==> src/sv/lbpc_pkg.sv <==
// shared types and constants for the lbp code 3x3 stream block
package lbpc_pkg;

  localparam int PIX_BITS    = 8;
  localparam int WIDTH_BITS  = 12;
  localparam int HEIGHT_BITS = 16;
  localparam int CFG_BITS    = 16;
  localparam int CFG_IDX_W   = 1;
  localparam int MIN_DIM     = 3;

  localparam logic [CFG_IDX_W-1:0] CFG_IMAGE_WIDTH  = 1'd0;
  localparam logic [CFG_IDX_W-1:0] CFG_IMAGE_HEIGHT = 1'd1;

  localparam logic [WIDTH_BITS-1:0]  WIDTH_RESET  = 12'd640;
  localparam logic [HEIGHT_BITS-1:0] HEIGHT_RESET = 16'd480;

  typedef logic [PIX_BITS-1:0] pixel_t;

  // one window column, top to bottom
  typedef struct packed {
    pixel_t top;
    pixel_t mid;
    pixel_t bot;
  } column_t;

  // greater-than-centre flags of one column
  typedef struct packed {
    logic top;
    logic mid;
    logic bot;
  } column_gt_t;

  // position decisions for one pixel
  typedef struct packed {
    logic emit;
    logic eor;
    logic eof;
  } pos_flags_t;

endpackage

==> src/sv/lbpc_cell.sv <==
// one window column cell: holds a column, compares it against the centre
module lbpc_cell import lbpc_pkg::*; (
  input  logic       clk,
  input  logic       en,
  input  column_t    col_i,
  input  pixel_t     ctr,
  output column_t    col_o,
  output column_gt_t gt_o
);

  column_t col_r;

  always_ff @(posedge clk) begin
    if (en) begin
      col_r <= col_i;
    end
  end

  assign col_o    = col_r;
  assign gt_o.top = (col_r.top > ctr);
  assign gt_o.mid = (col_r.mid > ctr);
  assign gt_o.bot = (col_r.bot > ctr);

endmodule

==> config.mk <==
export PLATFORM = sky130hd
export DESIGN_NAME = lbpc_cell
export DESIGN_NICKNAME = d
export VERILOG_FILES = /design/src/sv/lbpc_pkg.sv /design/src/sv/lbpc_cell.sv
export SDC_FILE = /design/constraint.sdc
export NUM_CORES = 1
export LEC_CHECK = 0
export BUFFER_PORTS_ARGS = -buffer_cell sky130_fd_sc_hd__buf_2
export CORE_UTILIZATION = 40
export DETAILED_ROUTE_END_ITERATION = 7
export PLACE_DENSITY = 0.7
export SYNTH_ARGS = -nofsm -noshare
export SYNTH_HDL_FRONTEND = slang
export SYNTH_SLANG_ARGS = --single-unit
==> constraint.sdc <==
create_clock -name clk -period 2.5 [get_ports clk]
set_clock_uncertainty 0.1 [all_clocks]
set_input_delay 0.5 -clock clk [delete_from_list [all_inputs] [get_ports clk]]
set_output_delay 0.5 -clock clk [all_outputs]
set_load 0.01 [all_outputs]
==> results of run 1 <==
## report_power, final
group / switching [uW] / total, uW / internal (uW)
sequential: 17.6 / 497 / 479
combinational: 110 / 211 / 101
clock: 119 / 177 / 58.4
total: 246 / 884 / 638
## how the worst max path moves through the flow
| stage | endpoint | slack, ns | start | depth (start not counted) |
|---|---|---|---|---|
| after floorplan | gt_o[1] | 0.55 | ctr[1] | 6 |
| after CTS | gt_o[0] | 0.20 | col_o[1] | 6 |
| after detailed placement | gt_o[0] | 0.29 | ctr[1] | 8 |
| after global routing | gt_o[0] | 0.10 | col_o[7] | 5 |
| final | gt_o[1] | 0.21 | col_o[9] | 6 |
| after global placement | gt_o[1] | 0.32 | ctr[1] | 8 |
## logic make-up (layout without fill, tap and decap cells)
family,after synthesis,in the layout,share of synthesized area
adder cells (fa/ha/maj),24,24,0.231
flip-flops,24,24,0.555
AO/OA/AOI/OAI,21,21,0.116
AND/OR/NAND/NOR,12,12,0.0694
buffers and inverters,10,74,0.0289
## cell usage in the layout (no fill, tap or decap)
cell type   n
buf_2      60
o21ai_0     3
clkbuf_4    3
o211ai_2    3
edfxtp_1   24
o22a_1      3
a21oi_2     3
a21oi_1     9
inv_1      10
ha_1       24
nand2_1     3
clkinv_1    1
nand4_1     6
nor2b_4     3
## stage by stage
stage               std cells  hold WS (ns)  power (uW)  cell area (um^2)
floorplan                  91         0.499         625              1300
global placement          195         0.576         709              1650
detailed placement        195         0.578         719              1650
CTS                       199         0.243         892              1680
global route              199         0.220         937              1680
finish                    199         0.246         884              1680
## layout make-up
type / count / area [um^2] / share of cell area
Sequential cell: 24 / 721 / 0.429
Tap cell: 44 / 55.1 / 0.0328
Clock buffer: 3 / 22.5 / 0.0134
Multi-Input combinational cell: 57 / 541 / 0.322
Clock inverter: 1 / 3.75 / 0.00223
Timing Repair Buffer: 60 / 300 / 0.179
Inverter: 10 / 37.5 / 0.0223
## routing by layer
layer / track usage / part of all wire / vias to the layer above
met1: 0.216 / 0.44 / 453
li1: - / - / 482
met5: 0 / 0 / -
met3: 0.0240 / 0.060 / 4
met4: 0.0850 / 0.016 / 0
met2: 0.260 / 0.48 / 37
==> results.md, run 1 <==
- CTS Hold Bufs: 0
- CP endpoint kind: output port
- Place WS: 0.293 ns
- Die width: 59.0 um
- PwrDens: 526 nW/um^2
- Worst rel slew slack: 0.642
- Prevailing post-synth register cell: edfxtp_1
- Synth Warn #: 0
- Final nets: 214
- Gpl congestion: 0.768
- Mapped cell area: 1300 um^2
- All-Layer GR Usage: 0.163
- Count of final setup violators: 0
- Vias/cell: 4.90
- # diodes: 0
- First-pass GRT wire length: 4150 um
- Max Slew Vio Count: 0
- Critical Path Source Type: register
- Root buf cell: clkbuf_4
- Post-synthesis register bit count: 24
- CTS tree: done
- Core Area: 3080 um^2
- Via count: 976
- Setup TNS: 0 ns
- PnR worst setup slack: 0.215 ns
- DP Wirelength: 2110 um
- Mean Syn Cell Area: 14.3 um^2
- Hold Crit Start: col_i[4]
- Final Hold Fails: 0
- Initial antenna violation count: 0
- RSZ-0062 raised after global routing: no
- Synth Net Count: 149
- Worst EP required: 1.90 ns
- Post-CTS Setup Inserts: 0
- Critical Path AT: 1.69 ns
- Initial DRC Count: 13
- GRT overflow: 0
- Crit-path cells: ha_1 > nor2b_4 > o211ai_2 > a21oi_2 > o22a_1 > buf_2
- Bufs and invs on worst path: 1
- # fillers: 272
- Rows: 20
- Die area: 3480 um^2
- Pre-antenna DRT Iters: 4
- Leakage: 0.000796 uW
- Crit path max-delay family: flip-flops
- CP Max Fanout: 2
- Hold depth: 1
- Sink Count: 24
- Synth top cells by count: 24 x edfxtp_1, 24 x ha_1, 10 x inv_1, 9 x a21oi_1, 6 x nand4_1
- TritonCTS Buffers: 3
- Largest net degree at the start of global routing: 25
- Residual DRC: 0
- Max reg flops: 24
- Initial core utilization: 0.422
- Vias in the first global route: 914
- Setup CP Type: reg2out
- Layout cells sized above 1: 0.465
- Gate count of the mapped netlist: 91
- Ports: 61
- Max-cap violations: 0
- Area growth syn-to-layout: 29.4%
- EDFF count, synth: 24
- IO Port Bufs: 60
- Slew @ Worst Pin: 0.537 ns
- DRT antenna net count: 0
- Tmin final: 2.29 ns
- Die Height: 59.0 um
- Crit-path slowest cell: edfxtp_1
- Per-cell routed wire length: 13.0 um
- Clk slew on worst S/H paths: 0.13 ns
- Min-delay worst type: in2reg
- Leading area contributor after synthesis: edfxtp_1
- CTS H-tree lvls: 1
- Hold Path End: col_o[4]
- CTS max path bufs: 2
- Worst IR Drop VDD: 0.000386 V
- Synth top area share: 0.555
- Seq/Total Area, Yosys: 0.555
- # resized after CTS: 0
- Delay of the slowest cell on the worst path: 0.43 ns
- FFs w/ async S/R, synth: 0
- Final wirelength: 2590 um
- Peak Freq: 0.438 GHz
- Final Util: 0.546
- Crit share post-route: 0.914
- Outcome: completed
- Main area contributors after synthesis: edfxtp_1 55%, ha_1 23%, a21oi_1 3.5%
- Library cells used by synthesis: 11
No activity file was read; power rests on OpenSTA's default activity.
==> inputs of run 2 (changes only) <==
--- a/constraint.sdc
+++ b/constraint.sdc
@@ -4,2 +4,2 @@
 set_output_delay 0.5 -clock clk [all_outputs]
-set_load 0.01 [all_outputs]
+set_load 0.02 [all_outputs]
==> results.md, run 2 (synthesis gave the netlist of run 1 again) <==
- Outcome: completed
- Initial antenna violation count: 0
- Hold Crit Start: col_i[11]
- IO Port Bufs: 60
- RSZ-0062 raised after global routing: no
- Root buf cell: clkbuf_4
- Count of final setup violators: 0
- # diodes: 0
- Die width: 59.0 um
- Peak Freq: 0.436 GHz
- Area after DPL: 1650 um^2
- Largest net degree at the start of global routing: 25
- Max Slew Vio Count: 0
- DRT antenna net count: 0
- Layout cells sized above 1: 0.468
- Commonest non-fill, non-tap cell in the layout: buf_2
- Critical Path Source Type: register
- Die area: 3480 um^2
- Pre-antenna DRT Iters: 4
- CTS H-tree lvls: 1
- Crit share post-route: 0.917
- Vias in the first global route: 899
- Vias/cell: 4.75
- Met2 Use GR: 0.266
- CP endpoint kind: output port
- Final instance area: 1680 um^2
- CTS tree: done
- Crit-path cells: ha_1 > nor2b_4 > o211ai_2 > a21oi_2 > o22a_1 > buf_2
- All-Layer GR Usage: 0.162
- CP Max Fanout: 2
- Area growth syn-to-layout: 29.1%
- Slew @ Worst Pin: 0.536 ns
- Sink Count: 24
- # resized after CTS: 0
- Net Sw Frac: 0.298
- Final wirelength: 2580 um
- Via count: 941
- Grt met3 use: 0.0197
- Busiest grt layer: met2
- Part of the power in registers: 0.547
- Per-cell routed wire length: 13.0 um
- Smallest hold slack: 0.255 ns
- CTS max path bufs: 2
- Residual DRC: 0
- Cells after DPL: 195
- Hold depth: 1
- Gpl congestion: 0.767
- Most frequent cells in the layout: 60 x buf_2, 24 x ha_1, 24 x edfxtp_1
- Worst EP required: 1.90 ns
- Critical Path AT: 1.69 ns
- Leakage: 0.000794 uW
- Core Area: 3080 um^2
- Crit-path slowest cell: edfxtp_1
- Clock group share of total power: 0.187
- Initial DRC Count: 17
- PwrDens: 540 nW/um^2
- TritonCTS Buffers: 3
- Post-CTS Setup Inserts: 0
- Sw Pwr: 269 uW
- Max-cap violations: 0
- Worst rel slew slack: 0.643
- Tmin final: 2.29 ns
- Min-delay worst type: in2reg
- GRT overflow: 0
- DP Wirelength: 2120 um
- Hold Path End: col_o[11]
- Logic pwr share: 0.266
- P_int: 636 uW
- Ports: 61
- Worst IR Drop VDD: 0.000291 V
- Die Height: 59.0 um
- Setup TNS: 0 ns
- Final cell count without fillers: 198
- First-pass GRT wire length: 4110 um
- Rows: 20
- Initial core utilization: 0.422
- Pwr Total: 905 uW
- Final Hold Fails: 0
- CTS Hold Bufs: 0
- Clk slew on worst S/H paths: 0.13 ns
- Final nets: 214
- Met1 Usage GRT: 0.216
- Delay of the slowest cell on the worst path: 0.42 ns
- Setup CP Type: reg2out
- Max reg flops: 24
run 2: worst max-delay path: cells and delay by family (launching register included):
family                     cells  cell delay (ns)
DFF                            1             0.42
buffers and inverters          1             0.15
AOI/OAI and AO/OA              3             0.35
adders and majority gates      1             0.32
and+or+nand+nor                1             0.13
run 2: final cells by class:
| cell class | count | area (um^2) |
|---|---|---|
| fill | 275 | 1400 |
| sequential | 24 | 721 |
| multi-input combinational | 57 | 541 |
| timing repair buffer | 60 | 300 |
| tap | 44 | 55.1 |
| inverter | 10 | 37.5 |
| clock buffer | 3 | 22.5 |
run 2: layer usage:
metal / vias to the layer above / share of wire
met2: 28 / 0.52
met4: 0 / 0.0070
li1: 480 / -
met1: 431 / 0.42
met3: 2 / 0.052
met5: - / 0
run 2: power by group through the flow:
stage	clock, uW	combinational [uW]	sequential [uW]
6_report	169	241	496
5_1_grt	190	268	501
4_1_cts	175	244	496
3_5_place_dp	0	243	506
3_3_place_gp	0	234	505
2_1_floorplan	0	112	544
run 2: how the worst max path moves through the flow:
stage / cells after the start / from / to
after global placement: 8 / ctr[1] / gt_o[1]
final: 6 / col_o[9] / gt_o[1]
after detailed placement: 8 / ctr[1] / gt_o[0]
after CTS: 6 / col_o[1] / gt_o[0]
after global routing: 5 / col_o[7] / gt_o[0]
after floorplan: 6 / ctr[1] / gt_o[1]
run 2: through the flow:
step                 util  worst slack (ns)
floorplan               -             0.503
global placement    0.537             0.299
detailed placement  0.537             0.275
CTS                 0.545             0.181
global route        0.545            0.0930
finish              0.545             0.208
