$ cat config.mk
export PLATFORM = sky130hd
export DESIGN_NAME = lbpc_pos
export DESIGN_NICKNAME = d
export VERILOG_FILES = /design/src/sv/lbpc_pkg.sv /design/src/sv/lbpc_pos.sv
export SDC_FILE = /design/constraint.sdc
export NUM_CORES = 1
export LEC_CHECK = 0
export ABC_AREA = 0
export BUFFER_PORTS_ARGS = -buffer_cell sky130_fd_sc_hd__buf_4
export CORE_MARGIN = 2
export CORE_UTILIZATION = 55
export CTS_CLUSTER_SIZE = 24
export DETAILED_ROUTE_END_ITERATION = 16
export HOLD_SLACK_MARGIN = 0.1
export PLACE_DENSITY = 0.71
export SLEW_MARGIN = 20
export SYNTH_ARGS = -nofsm -noshare
export SYNTH_HDL_FRONTEND = slang
export SYNTH_SLANG_ARGS = --single-unit
$ cat constraint.sdc
create_clock -name clk -period 17.6 [get_ports clk]
set_clock_uncertainty 0.1 [all_clocks]
set_input_delay 1.76 -clock clk [delete_from_list [all_inputs] [get_ports clk]]
set_output_delay 1.76 -clock clk [all_outputs]
set_load 0.02 [all_outputs]
$ cat src/sv/lbpc_pkg.sv
// shared types and constants for the lbp code 3x3 stream block
package lbpc_pkg;

  localparam int PIX_BITS    = 8;
  localparam int WIDTH_BITS  = 12;
  localparam int HEIGHT_BITS = 16;
  localparam int CFG_BITS    = 16;
  localparam int CFG_IDX_W   = 1;
  localparam int MIN_DIM     = 3;

  localparam logic [CFG_IDX_W-1:0] CFG_IMAGE_WIDTH  = 1'd0;
  localparam logic [CFG_IDX_W-1:0] CFG_IMAGE_HEIGHT = 1'd1;

  localparam logic [WIDTH_BITS-1:0]  WIDTH_RESET  = 12'd640;
  localparam logic [HEIGHT_BITS-1:0] HEIGHT_RESET = 16'd480;

  typedef logic [PIX_BITS-1:0] pixel_t;

  // one window column, top to bottom
  typedef struct packed {
    pixel_t top;
    pixel_t mid;
    pixel_t bot;
  } column_t;

  // greater-than-centre flags of one column
  typedef struct packed {
    logic top;
    logic mid;
    logic bot;
  } column_gt_t;

  // position decisions for one pixel
  typedef struct packed {
    logic emit;
    logic eor;
    logic eof;
  } pos_flags_t;

endpackage

$ cat src/sv/lbpc_pos.sv
// column and row counters, border test and end-of-row / end-of-frame marks
module lbpc_pos import lbpc_pkg::*; #(
  parameter int MAX_WIDTH = 2048,
  parameter int BORDER    = 1
) (
  input  logic                         clk,
  input  logic                         rst_n,
  input  logic                         acc,
  input  logic                         sof,
  input  logic [WIDTH_BITS-1:0]        width_cfg,
  input  logic [HEIGHT_BITS-1:0]       height_cfg,
  output logic [$clog2(MAX_WIDTH)-1:0] addr,
  output pos_flags_t                   flags
);

  localparam int CW = $clog2(MAX_WIDTH);
  localparam int WW = CW + 1;
  localparam int EW = (WW > WIDTH_BITS) ? WW : WIDTH_BITS;
  localparam int RW = HEIGHT_BITS + 2;

  localparam logic [EW-1:0] MAXW    = EW'(MAX_WIDTH);
  localparam logic [EW-1:0] MINW    = EW'(MIN_DIM);
  localparam logic [EW:0]   BORD_C  = (EW + 1)'(BORDER);
  localparam logic [EW-1:0] LOW_C   = EW'(BORDER + 1);
  localparam logic [RW-1:0] BORD_R  = RW'(BORDER);
  localparam logic [RW-1:0] LOW_R   = RW'(BORDER + 1);

  logic [CW-1:0]          col_r, col_nxt;
  logic [HEIGHT_BITS-1:0] row_r, row_nxt;

  logic [EW-1:0]          w_eff;
  logic [HEIGHT_BITS-1:0] h_eff;
  logic [EW-1:0]          cs;
  logic [RW-1:0]          rs;
  logic [EW:0]            c_inc;
  logic [RW-1:0]          r_inc;
  logic                   col_ok, row_ok;

  always_comb begin
    w_eff = EW'(width_cfg);
    if (w_eff < MINW) begin
      w_eff = MINW;
    end else if (w_eff > MAXW) begin
      w_eff = MAXW;
    end
    h_eff = (height_cfg < HEIGHT_BITS'(MIN_DIM)) ? HEIGHT_BITS'(MIN_DIM) : height_cfg;
  end

  // position of this pixel, with the wraps for start of frame and shrunk sizes
  always_comb begin
    cs = sof ? '0 : EW'(col_r);
    rs = sof ? '0 : RW'(row_r);
    if (cs >= w_eff) begin
      cs = '0;
      rs = rs + RW'(1);
    end
    if (rs >= RW'(h_eff)) begin
      rs = '0;
    end
  end

  assign addr = cs[CW-1:0];

  // centre sits one row up and one column left of this pixel
  assign col_ok = (cs >= LOW_C) && ((EW + 1)'(cs) + BORD_C <= (EW + 1)'(w_eff));
  assign row_ok = (rs >= LOW_R) && (rs + BORD_R <= RW'(h_eff));

  assign flags.emit = col_ok && row_ok;
  assign flags.eor  = ((EW + 1)'(cs) + BORD_C == (EW + 1)'(w_eff));
  assign flags.eof  = flags.eor && (rs + BORD_R == RW'(h_eff));

  always_comb begin
    c_inc   = (EW + 1)'(cs) + (EW + 1)'(1);
    r_inc   = rs + RW'(1);
    col_nxt = CW'(c_inc);
    row_nxt = rs[HEIGHT_BITS-1:0];
    if (c_inc >= (EW + 1)'(w_eff)) begin
      col_nxt = '0;
      row_nxt = (r_inc >= RW'(h_eff)) ? '0 : r_inc[HEIGHT_BITS-1:0];
    end
  end

  always_ff @(posedge clk) begin
    if (!rst_n) begin
      col_r <= '0;
      row_r <= '0;
    end else if (acc) begin
      col_r <= col_nxt;
      row_r <= row_nxt;
    end
  end

endmodule

==> results of run 1 <==
where the power goes:
| part | switching, mW | internal (mW) |
|---|---|---|
| clock network | 0.0229 | 0.0161 |
| registers | 0.00174 | 0.0624 |
| logic | 0.0283 | 0.0185 |
| total | 0.0529 | 0.0970 |
per-layer routing:
layer | up-vias | wire length (um) | part of all wire [%] | GRT usage, %
met5 | - | 0 | 0 | 0
met4 | 0 | 662 | 5.0 | 16.17
met3 | 45 | 763 | 5.8 | 3.122
met2 | 190 | 6539 | 49 | 57.35
met1 | 2077 | 5276 | 40 | 37.06
li1 | 2163 | - | - | -
state kept, by name, summed over array words and instances, names as in the netlist:
signal	cells
col_r	11
row_r	16
cell usage in the layout (no fill, tap or decap), types with 9 or more instances in the layout:
master   instances
nor2b_1         24
dfxtp_1         27
ha_1            60
a31oi_1          9
nor4_1          13
o21ai_0         21
nand3_1         36
and3_1          11
xor2_1          12
a21oi_1         36
xnor2_1         17
nor2_1          43
nand2_1         55
o21a_1          10
nand4_1         15
nor3_1          17
inv_1           35
buf_4           46
cells by family (layout without fill, tap and decap cells):
logic type / after synthesis / count (layout)
DFF: 27 / 27
and+or+nand+nor: 256 / 256
xor gates and xnor gates: 32 / 32
adders and majority gates: 60 / 60
buffers and inverters: 59 / 88
AOI/OAI and AO/OA: 132 / 132
muxes: 7 / 7
how the worst min path moves through the flow:
stage | from | end | slack [ns] | cells past startpoint
after floorplan | col_r[3] | col_r[3] | 0.34 | 2
after global placement | col_r[3] | col_r[3] | 0.35 | 2
after detailed placement | col_r[3] | col_r[3] | 0.36 | 2
after CTS | col_r[3] | col_r[3] | 0.38 | 2
after global routing | col_r[3] | col_r[3] | 0.38 | 2
final | col_r[3] | col_r[3] | 0.38 | 2
per-stage QoR:
step	utilization, %	std cells	area (um2)
after floorplan	-	573	4237
after global placement	60.46	700	4599
after detailed placement	60.46	700	4599
after CTS	61.10	704	4648
after global routing	61.10	704	4648
final	61.10	704	4648
worst min-delay path, cell delays in order, from the launching register on:
cell and delay [ns]:
dfxtp_1 0.32, nand2_1 0.07, a21oi_1 0.06
cell type report:
class                           count  share of cell area, %
Timing Repair Buffer               46                  7.429
Inverter                           38                  3.069
Clock inverter                      1                 0.1615
Sequential cell                    27                  11.63
Tap cell                          102                  2.746
Clock buffer                        3                 0.8883
Multi-Input combinational cell    487                  74.08
==> results by group, run 1 <==
Critical path
  – WP data required: 15.74 ns
  – Worst flop-to-flop path endpoint: row_r[8]
  – FF-to-FF path depth: 29
  – R2r setup slk: around 8.7 ns
  – Nature of the critical path endpoint: output pin
  – Setup CP Type: input port to output pin
  – WP depth: 33
  – Crit path largest cell delay: 0.79 ns
  – Kind of cell adding the most delay to the critical path: simple AND/OR/NAND/NOR gates
  – Max FO, Critical Path: 20
  – CP Launch Point: width_cfg[10]
  – Critical path data arrival time: 10.06 ns
  – CP Launch Type: input port
  – Most frequent CP cell: ha_1
  – Worst Path Buf+Inv: 4
  – Crit Reg-Reg Startpoint: col_r[10]
  – Crit-path slowest cell: or4_1
  – Crit path to: flags[2]

Clock network
  – Number of gates resized after CTS: 0
  – Post-CTS Setup Inserts: 0
  – CTS H-tree lvls: 1
  – CTS tree: yes
  – TritonCTS Buffers: 3
  – Clk sinks: 27
  – Post-cts hold buffer count: 0
  – Clock transition at path regs: 0.11 ns
  – Maximum buffer depth of the clock tree: 2
  – Root buffer cell: clkbuf_8
  – Clock Latency Late Sink: 0.28 ns

Placement
  – IO Port Bufs: 45
  – Post-DP HPWL: 10.81 mm
  – Placer Congestion: 0.9402
  – Place WS: 5.773 ns

Timing
  – Post-route minimum period: 11.92 ns
  – Endpoints failing setup: 0
  – Hold Fails Final Rpt: 0
  – Slew margin rel.: between 40% and 50%
  – Final worst slack: 5.680 ns
  – Post-route clock period utilization: 67.73%
  – Slew Limit Fails: 0
  – RSZ-0062 raised after global routing: no
  – Hold Slack: about 0.38 ns
  – Worst slew pin tran: 0.8206 ns
  – FMAX: 83.89 MHz
  – Setup TNS: 0 ns

Synth
  – Mapped Cells: 573
  – Synthesis-stage register bit count: 27
  – Most common cell in the netlist: ha_1
  – Synthesized Nets: 665
  – Share of Yosys cell area claimed by the top area cell type: 17.72%
  – Simple-Gate Fraction of Synth Area: 33.46%
  – Mux share of post-synthesis cell area: 1.802%
  – Seq/Total Area, Yosys: 12.76%
  – Largest family of logic cells by synthesized area: simple AND/OR/NAND/NOR gates
  – Area leader, netlist: ha_1
  – Mean Syn Cell Area: 7.394 um2
  – Synth cell types: 76
  – Post-synth top cells: ha_1, nand2_1, nor2_1
  – XOR/XNOR Fraction of Synth Area: under 10%
  – Netlist Area Pre-Place: 0.004237 mm2
  – Adder and majority cell fraction of the synthesized area: about 18%
  – Ys Warns: 0
  – Synth Area in Compound Gates: 21.15%
  – Number of synthesized flops with an enable pin: 0
  – Top_reg_cell synth: dfxtp_1
  – Top post-synthesis cells by area: ha_1, dfxtp_1, nand2_1, a21oi_1, nand3_1
  – Async set-or-reset flop fraction in the synthesized netlist: 0%

Routing
  – DRT antenna net count: 0
  – Routed vias: 4475
  – # DRC: 0
  – Wirelength per Cell: 18.81 um
  – Initial drt markers: approximately 250
  – Vias/cell: roughly 6.4
  – WL final: around 13 mm
  – 1st-pass router iterations: 5

Die
  – Die Wd: between 90 and 100 um
  – Core Box Area: 0.007607 mm2
  – Chip height: 91.77 um
  – Initial Utilization: 55.69%
  – FP Rows: 32
  – Num ports: 46
  – Die ar.: 0.008421 mm2

Status
  – Status: finished clean

Power and ir drop
  – VDD IR max: ~0.026 mV
  – Lkg Pwr: roughly 2.1 nW
  – Overall power: approximately 150 uW
  – PD cells: 32.26 mW/mm2

Run
  – Max-Cap Viols: 0

Global route
  – GRT Util Overall: 31.75%
  – Largest net degree at the start of global routing: 42
  – Initial antenna violation count: 0
  – Global-route wire length before repair: 21.69 mm
  – GRT Residual Overflow: 0
  – Vias in the first global route: 4472

Layout
  – Layout fillers: 757
  – Reg area: 540.5 um2
  – Layout cells sized above 1: 12.96%
  – Nets: 695
  – Area grow syn2layout: 9.717%
  – Multi-input logic area: 0.003443 mm2
  – Diode count: 0

Worst hold path
  – Hold crit path type: flip-flop to flip-flop
Power figures use the tool's default switching activity.
==> inputs of run 2 (changes only) <==
==> constraint.sdc (replaced) <==
create_clock -name clk -period 12.1 [get_ports clk]
set_clock_uncertainty 0.1 [all_clocks]
set_input_delay 1.21 -clock clk [delete_from_list [all_inputs] [get_ports clk]]
set_output_delay 1.21 -clock clk [all_outputs]
set_load 0.02 [all_outputs]
==> run 2 against run 1 <==
  * Clock power increased by 49%
  * Non-clock buffer count stayed put
  * Largest cell class unchanged
  * Hold slack lost 0.010 ns
  * Highest routed layer unchanged
  * Wire length decreased by 0.32%
==> results by group, run 2 (synthesis gave the netlist of run 1 again) <==
Status
  – Status: finished clean

Critical path
  – Max FO, Critical Path: 20 (unchanged)
  – R2r setup slk: 3.13 ns (-5.60 ns)
  – CP Launch Type: input port
  – FF-to-FF path depth: 29 (unchanged)
  – Crit Reg-Reg Startpoint: col_r[10]
  – Critical path data arrival time: 9.60 ns (-0.46 ns)
  – Setup CP Type: input port to output pin
  – WP data required: 10.79 ns (-4.95 ns)
  – Nature of the critical path endpoint: output pin
  – Worst flop-to-flop path endpoint: row_r[8]
  – Most frequent CP cell: ha_1
  – Crit-path slowest cell: or4_1
  – Crit path largest cell delay: 0.79 ns (about the same)

Clock network
  – Clk sinks: 27 (unchanged)
  – Post-cts hold buffer count: 0 (unchanged)
  – Post-CTS Setup Inserts: 0 (unchanged)
  – TritonCTS Buffers: 3 (unchanged)
  – Root buffer cell: clkbuf_8
  – Clock Latency Late Sink: 0.28 ns (about the same)
  – CTS tree: yes
  – Maximum buffer depth of the clock tree: 2 (unchanged)
  – CTS H-tree lvls: 1 (unchanged)
  – Number of gates resized after CTS: 0 (unchanged)
  – Clock transition at path regs: 0.11 ns (about the same)

Layout
  – Commonest non-fill, non-tap cell in the layout: ha_1
  – Max reg flops: 16 (unchanged)
  – Multi-input logic area: 0.003443 mm2 (unchanged)
  – Layout fillers: 747 (-1.3%)
  – Commonest non-fill, non-tap cells in the layout: ha_1, nand2_1, buf_4
  – Diode count: 0 (unchanged)
  – Layout cells sized above 1: 12.96% (unchanged)
  – Cell area after layout: 0.004648 mm2 (unchanged)
  – Reg area: 540.5 um2 (unchanged)
  – Biggest register: row_r
  – Top Registers: row_r x16, col_r x11
  – Area grow syn2layout: 9.717% (unchanged)
  – Nets: 695 (unchanged)

Routing
  – Vias/cell: 6.342 (-0.22%)
  – 1st-pass router iterations: 5 (unchanged)
  – Wirelength per Cell: 18.75 um (-0.32%)
  – Initial drt markers: 345 (+39%)
  – DRT antenna net count: 0 (unchanged)
  – Routed vias: 4465 (-0.22%)
  – # DRC: 0 (unchanged)
  – WL final: 13.20 mm (-0.32%)

Run
  – Max-Cap Viols: 0 (unchanged)

Global route
  – GRT Residual Overflow: 0 (unchanged)
  – Initial antenna violation count: 0 (unchanged)
  – GRT Util Overall: 31.59% (-0.17 points)
  – Vias in the first global route: 4395 (-1.7%)
  – Global-route wire length before repair: 21.61 mm (-0.35%)
  – Largest net degree at the start of global routing: 42 (unchanged)

Worst hold path
  – Hold path startpoint: col_r[3]
  – Hold crit path type: flip-flop to flip-flop
  – Hold path depth: 2 (unchanged)
  – Hold EP: col_r[3]

Timing
  – Endpoints failing setup: 0 (unchanged)
  – RSZ-0062 raised after global routing: no
  – Slew Limit Fails: 0 (unchanged)
  – Hold Fails Final Rpt: 0 (unchanged)
  – Post-route clock period utilization: 90.15%
  – Final worst slack: 1.192 ns (-4.488 ns)
  – FMAX: approximately 90 MHz
  – Slew margin rel.: 41.21% (-3.7 points)
  – Worst slew pin tran: 0.8752 ns (+0.05461 ns)
  – Post-route minimum period: 10.91 ns
  – Setup TNS: 0 ns (unchanged)

Placement
  – Placed cell areas: 0.004599 mm2 (unchanged)
  – Placer Congestion: 0.9416 (+0.15%)
  – IO Port Bufs: 45 (unchanged)
  – Post-DP HPWL: 10.77 mm (-0.44%)
  – Place WS: 1.317 ns (-4.456 ns)

Die
  – Initial Utilization: 55.69% (unchanged)
  – Die ar.: 0.008421 mm2 (unchanged)
  – Chip height: 91.77 um (unchanged)
  – FP Rows: 32 (unchanged)
  – Core Box Area: 0.007607 mm2 (unchanged)
  – Die Wd: 91.77 um (unchanged)
  – Num ports: 46 (unchanged)

Power and ir drop
  – Lkg Pwr: 2.121 nW (unchanged)
  – VDD IR max: 0.03611 mV (+39%)
  – PD cells: 47.27 mW/mm2 (+47%)
run 2: cell counts in the layout (fill, tap and decap cells not counted):
No cell type changed its count.
run 2: critical path, delay by kind of cell:
kind | cells | cell delay, ns
buf+inv | 4 | 0.49
simple gates | 14 | 3.80
compound gates | 9 | 2.09
fa+ha+maj | 4 | 1.30
xor+xnor | 1 | 0.26
mux | 1 | 0.43
run 2: through the flow:
step	total power, mW	hold slack, ns	util [%]	std cells
after floorplan	0.1387	0.3365	-	573
final	0.2197	0.3720	61.10	704
after detailed placement	0.1626	0.3551	60.46	700
after global placement	0.1612	0.3544	60.46	700
after global routing	0.2301	0.4020	61.10	704
after CTS	0.2188	0.3718	61.10	704
run 2: worst max-delay path by stage:
stage,from,endpoint,slack [ns],depth (start not counted)
after floorplan,sof,flags[2],2.66,33
after global placement,width_cfg[10],flags[2],1.55,33
after detailed placement,width_cfg[10],flags[2],1.32,33
after CTS,width_cfg[10],flags[2],1.28,33
after global routing,width_cfg[10],flags[2],0.43,33
final,width_cfg[10],flags[2],1.19,33
run 2: where the power goes:
| group | switching (mW) | internal, mW |
|---|---|---|
| Sequential | 0.00262 | 0.0908 |
| Combinational | 0.0412 | 0.0269 |
| Clock | 0.0348 | 0.0235 |
| Total | 0.0786 | 0.141 |
run 2: layout make-up:
class	count	share of cell area, %
Inverter	38	3.069
Clock inverter	1	0.1615
Clock buffer	3	0.8883
Multi-Input combinational cell	487	74.08
Tap cell	102	2.746
Sequential cell	27	11.63
Timing Repair Buffer	46	7.429
run 2: routing by layer:
layer	up-vias	GRT usage (%)	part of all wire (%)	wire, um
li1	2158	-	-	-
met1	2061	37.57	40	5219
met2	200	56.62	49	6511
met3	46	3.369	6.3	828
met4	0	14.80	4.9	642
met5	-	0	0	0
==> inputs of run 3 (changes only) <==
--- a/config.mk
+++ b/config.mk
@@ -5,10 +5,11 @@
 export SDC_FILE = /design/constraint.sdc
 export NUM_CORES = 1
 export LEC_CHECK = 0
-export ABC_AREA = 0
+export ABC_AREA = 1
 export BUFFER_PORTS_ARGS = -buffer_cell sky130_fd_sc_hd__buf_4
 export CORE_MARGIN = 2
 export CORE_UTILIZATION = 55
+export CTS_CLUSTER_DIAMETER = 50
 export CTS_CLUSTER_SIZE = 24
 export DETAILED_ROUTE_END_ITERATION = 16
 export HOLD_SLACK_MARGIN = 0.1
==> run 3 against run 2 <==
  * Die area rose by 3.3%
  * Highest routed layer unchanged
  * Global-route usage is 2.4 points higher
  * Sequential share of layout area down 0.42 points
  * Largest cell class unchanged
==> results by group, run 3 <==
Layout
  – Area grow syn2layout: 10.11%
  – Layout cells sized above 1: 10.38% (-2.6 points)
  – Layout fillers: 761 (+1.9%)
  – Commonest non-fill, non-tap cell in the layout: nand2_1
  – Biggest register: row_r
  – Multi-input logic area: 0.003261 mm2 (-5.3%)
  – Max reg flops: 16 (unchanged)
  – Commonest non-fill, non-tap cells in the layout: nand2_1, inv_1, nor2_1
  – Reg area: 540.5 um2 (unchanged)
  – Top Registers: row_r x16, col_r x11
  – Diode count: 0 (unchanged)
  – Nets: 883 (+27%)

Synth
  – Top_reg_cell synth: dfxtp_1
  – Area leader, netlist: ha_1
  – Mapped Cells: 755 (+32%)
  – Synthesized Nets: 847 (+27%)
  – Most common cell in the netlist: nand2_1
  – Share of Yosys cell area claimed by the top area cell type: 17.14% (-0.58 points)
  – Synthesis-stage register bit count: 27 (unchanged)
  – Post-synth top cells: nand2_1, inv_1, nor2_1
  – Synth cell types: 43 (-43%)
  – Seq/Total Area, Yosys: 12.34% (-0.42 points)
  – Mean Syn Cell Area: 5.802 um2 (-22%)
  – Number of synthesized flops with an enable pin: 0 (unchanged)
  – Top post-synthesis cells by area: ha_1, nand2_1, dfxtp_1, inv_1, nor2_1
  – Async set-or-reset flop fraction in the synthesized netlist: 0% (unchanged)
  – Netlist Area Pre-Place: 0.004380 mm2 (+3.4%)
  – Ys Warns: 0 (unchanged)

Critical path
  – Critical path data arrival time: 8.97 ns (-0.63 ns)
  – Crit path largest cell delay: 0.58 ns (-0.21 ns)
  – Most frequent CP cell: nand2_1
  – Worst flop-to-flop path endpoint: row_r[3]
  – Nature of the critical path endpoint: output pin
  – WP data required: 10.79 ns (about the same)
  – FF-to-FF path depth: 35 (+21%)
  – Crit-path slowest cell: nor2_2
  – Crit Reg-Reg Startpoint: col_r[6]
  – Setup CP Type: input port to output pin
  – CP Launch Point: width_cfg[4]
  – Max FO, Critical Path: 28 (+40%)
  – CP Launch Type: input port
  – R2r setup slk: 5.05 ns (+1.92 ns)
  – Crit path to: flags[2]

Status
  – Status: finished clean

Routing
  – Initial drt markers: 512 (+48%)
  – 1st-pass router iterations: 6 (+1)
  – # DRC: 0 (unchanged)
  – DRT antenna net count: 0 (unchanged)
  – WL final: 14.60 mm (+11%)
  – Routed vias: 5109 (+14%)
  – Vias/cell: 5.728 (-9.7%)
  – Wirelength per Cell: 16.37 um (-13%)

Clock network
  – Clock Latency Late Sink: 0.29 ns (about the same)
  – CTS H-tree lvls: 1 (unchanged)
  – Maximum buffer depth of the clock tree: 2 (unchanged)
  – Root buffer cell: clkbuf_8
  – Clk sinks: 27 (unchanged)
  – Post-CTS Setup Inserts: 0 (unchanged)
  – TritonCTS Buffers: 3 (unchanged)
  – Post-cts hold buffer count: 0 (unchanged)
  – Number of gates resized after CTS: 0 (unchanged)
  – CTS tree: yes
  – Clock transition at path regs: 0.10 ns (about the same)

Global route
  – Global-route wire length before repair: 23.42 mm (+8.4%)
  – Largest net degree at the start of global routing: 29 (-31%)
  – GRT Residual Overflow: 0 (unchanged)
  – Initial antenna violation count: 0 (unchanged)
  – GRT Util Overall: 34.00% (+2.4 points)
  – Vias in the first global route: 4634 (+5.4%)

Die
  – FP Rows: 32 (unchanged)
  – Core Box Area: 0.007727 mm2 (+1.6%)
  – Die ar.: 0.008695 mm2 (+3.3%)
  – Initial Utilization: 56.69% (+1.0 points)
  – Chip height: 93.25 um (+1.6%)
  – Num ports: 46 (unchanged)
  – Die Wd: 93.25 um (+1.6%)

Timing
  – Hold Fails Final Rpt: 0 (unchanged)
  – FMAX: 97.28 MHz (+6.1%)
  – Post-route minimum period: 10.28 ns (-0.6282 ns)
  – Setup TNS: 0 ns (unchanged)
  – Slew Limit Fails: 0 (unchanged)
  – Slew margin rel.: 47.57% (+6.4 points)
  – Post-route clock period utilization: 84.96% (-5.2 points)
  – Worst slew pin tran: 0.7856 ns (-0.08957 ns)
  – Endpoints failing setup: 0 (unchanged)
  – RSZ-0062 raised after global routing: no

Placement
  – Placer Congestion: 1.066 (+13%)
  – IO Port Bufs: 45 (unchanged)
  – Post-DP HPWL: 12.08 mm (+12%)

Run
  – Max-Cap Viols: 0 (unchanged)

Power and ir drop
  – VDD IR max: 0.05224 mV (+45%)
  – Lkg Pwr: 2.503 nW (+18%)
  – PD cells: 48.98 mW/mm2 (+3.6%)
  – Overall power: 236.3 uW (+7.5%)

Worst hold path
  – Hold crit path type: flip-flop to flip-flop
==> run 3: worst max-delay path, delay by kind of cell <==
kind | cells | cell delay (ns)
and+or+nand+nor | 24 | 4.64
buffers and inverters | 5 | 0.68
AOI/OAI and AO/OA | 6 | 1.01
xor gates and xnor gates | 1 | 0.24
adders and majority gates | 4 | 1.18
==> run 3: metal layers <==
| metal | track usage, % | wire [um] | vias to the layer above |
|---|---|---|---|
| met5 | 0 | 0 | - |
| met1 | 50.62 | 6610 | 2289 |
| met3 | 6.285 | 1618 | 24 |
| met4 | 5.760 | 235 | 0 |
| met2 | 51.44 | 6135 | 269 |
| li1 | - | - | 2527 |
==> run 3: final cells by class <==
type | count | share of cell area, %
timing repair buffer | 46 | 7.160
clock inverter | 1 | 0.1816
inverter | 133 | 10.35
clock buffer | 3 | 0.8560
sequential | 27 | 11.21
tap | 102 | 2.646
multi-input combinational | 580 | 67.60
==> run 3: cell families after synthesis <==
family                     after synthesis  share of synthesized area (%)
DFF                                     27                          12.34
adders and majority gates               60                          17.14
and+or+nand+nor                        407                          41.02
xor gates and xnor gates                21                          4.199
AOI/OAI and AO/OA                       92                          12.08
buffers and inverters                  148                          13.22
==> run 3: worst min-delay path by stage <==
stage | from | endpoint | slack [ns] | depth (start not counted)
5_1_grt | col_r[3] | col_r[3] | 0.39 | 2
3_5_place_dp | col_r[3] | col_r[3] | 0.36 | 2
2_1_floorplan | col_r[10] | col_r[10] | 0.35 | 2
4_1_cts | col_r[6] | col_r[6] | 0.38 | 2
6_report | col_r[6] | col_r[6] | 0.37 | 2
3_3_place_gp | col_r[3] | col_r[3] | 0.35 | 2
==> run 3: per-stage QoR <==
step | worst slack [ns] | cell area (um2) | utilization, % | cells | hold WS (ns)
after floorplan | 3.462 | 4380 | - | 755 | 0.3453
after global placement | 2.407 | 4773 | 61.77 | 888 | 0.3546
after detailed placement | 2.083 | 4773 | 61.77 | 888 | 0.3584
after CTS | 2.054 | 4823 | 62.42 | 892 | 0.3750
after global routing | 0.9611 | 4823 | 62.42 | 892 | 0.3919
final | 1.820 | 4823 | 62.42 | 892 | 0.3725
==> run 3: power by group <==
group | switching (mW) | internal, mW
logic | 0.0557 | 0.0290
registers | 0.00252 | 0.0911
clock network | 0.0337 | 0.0243
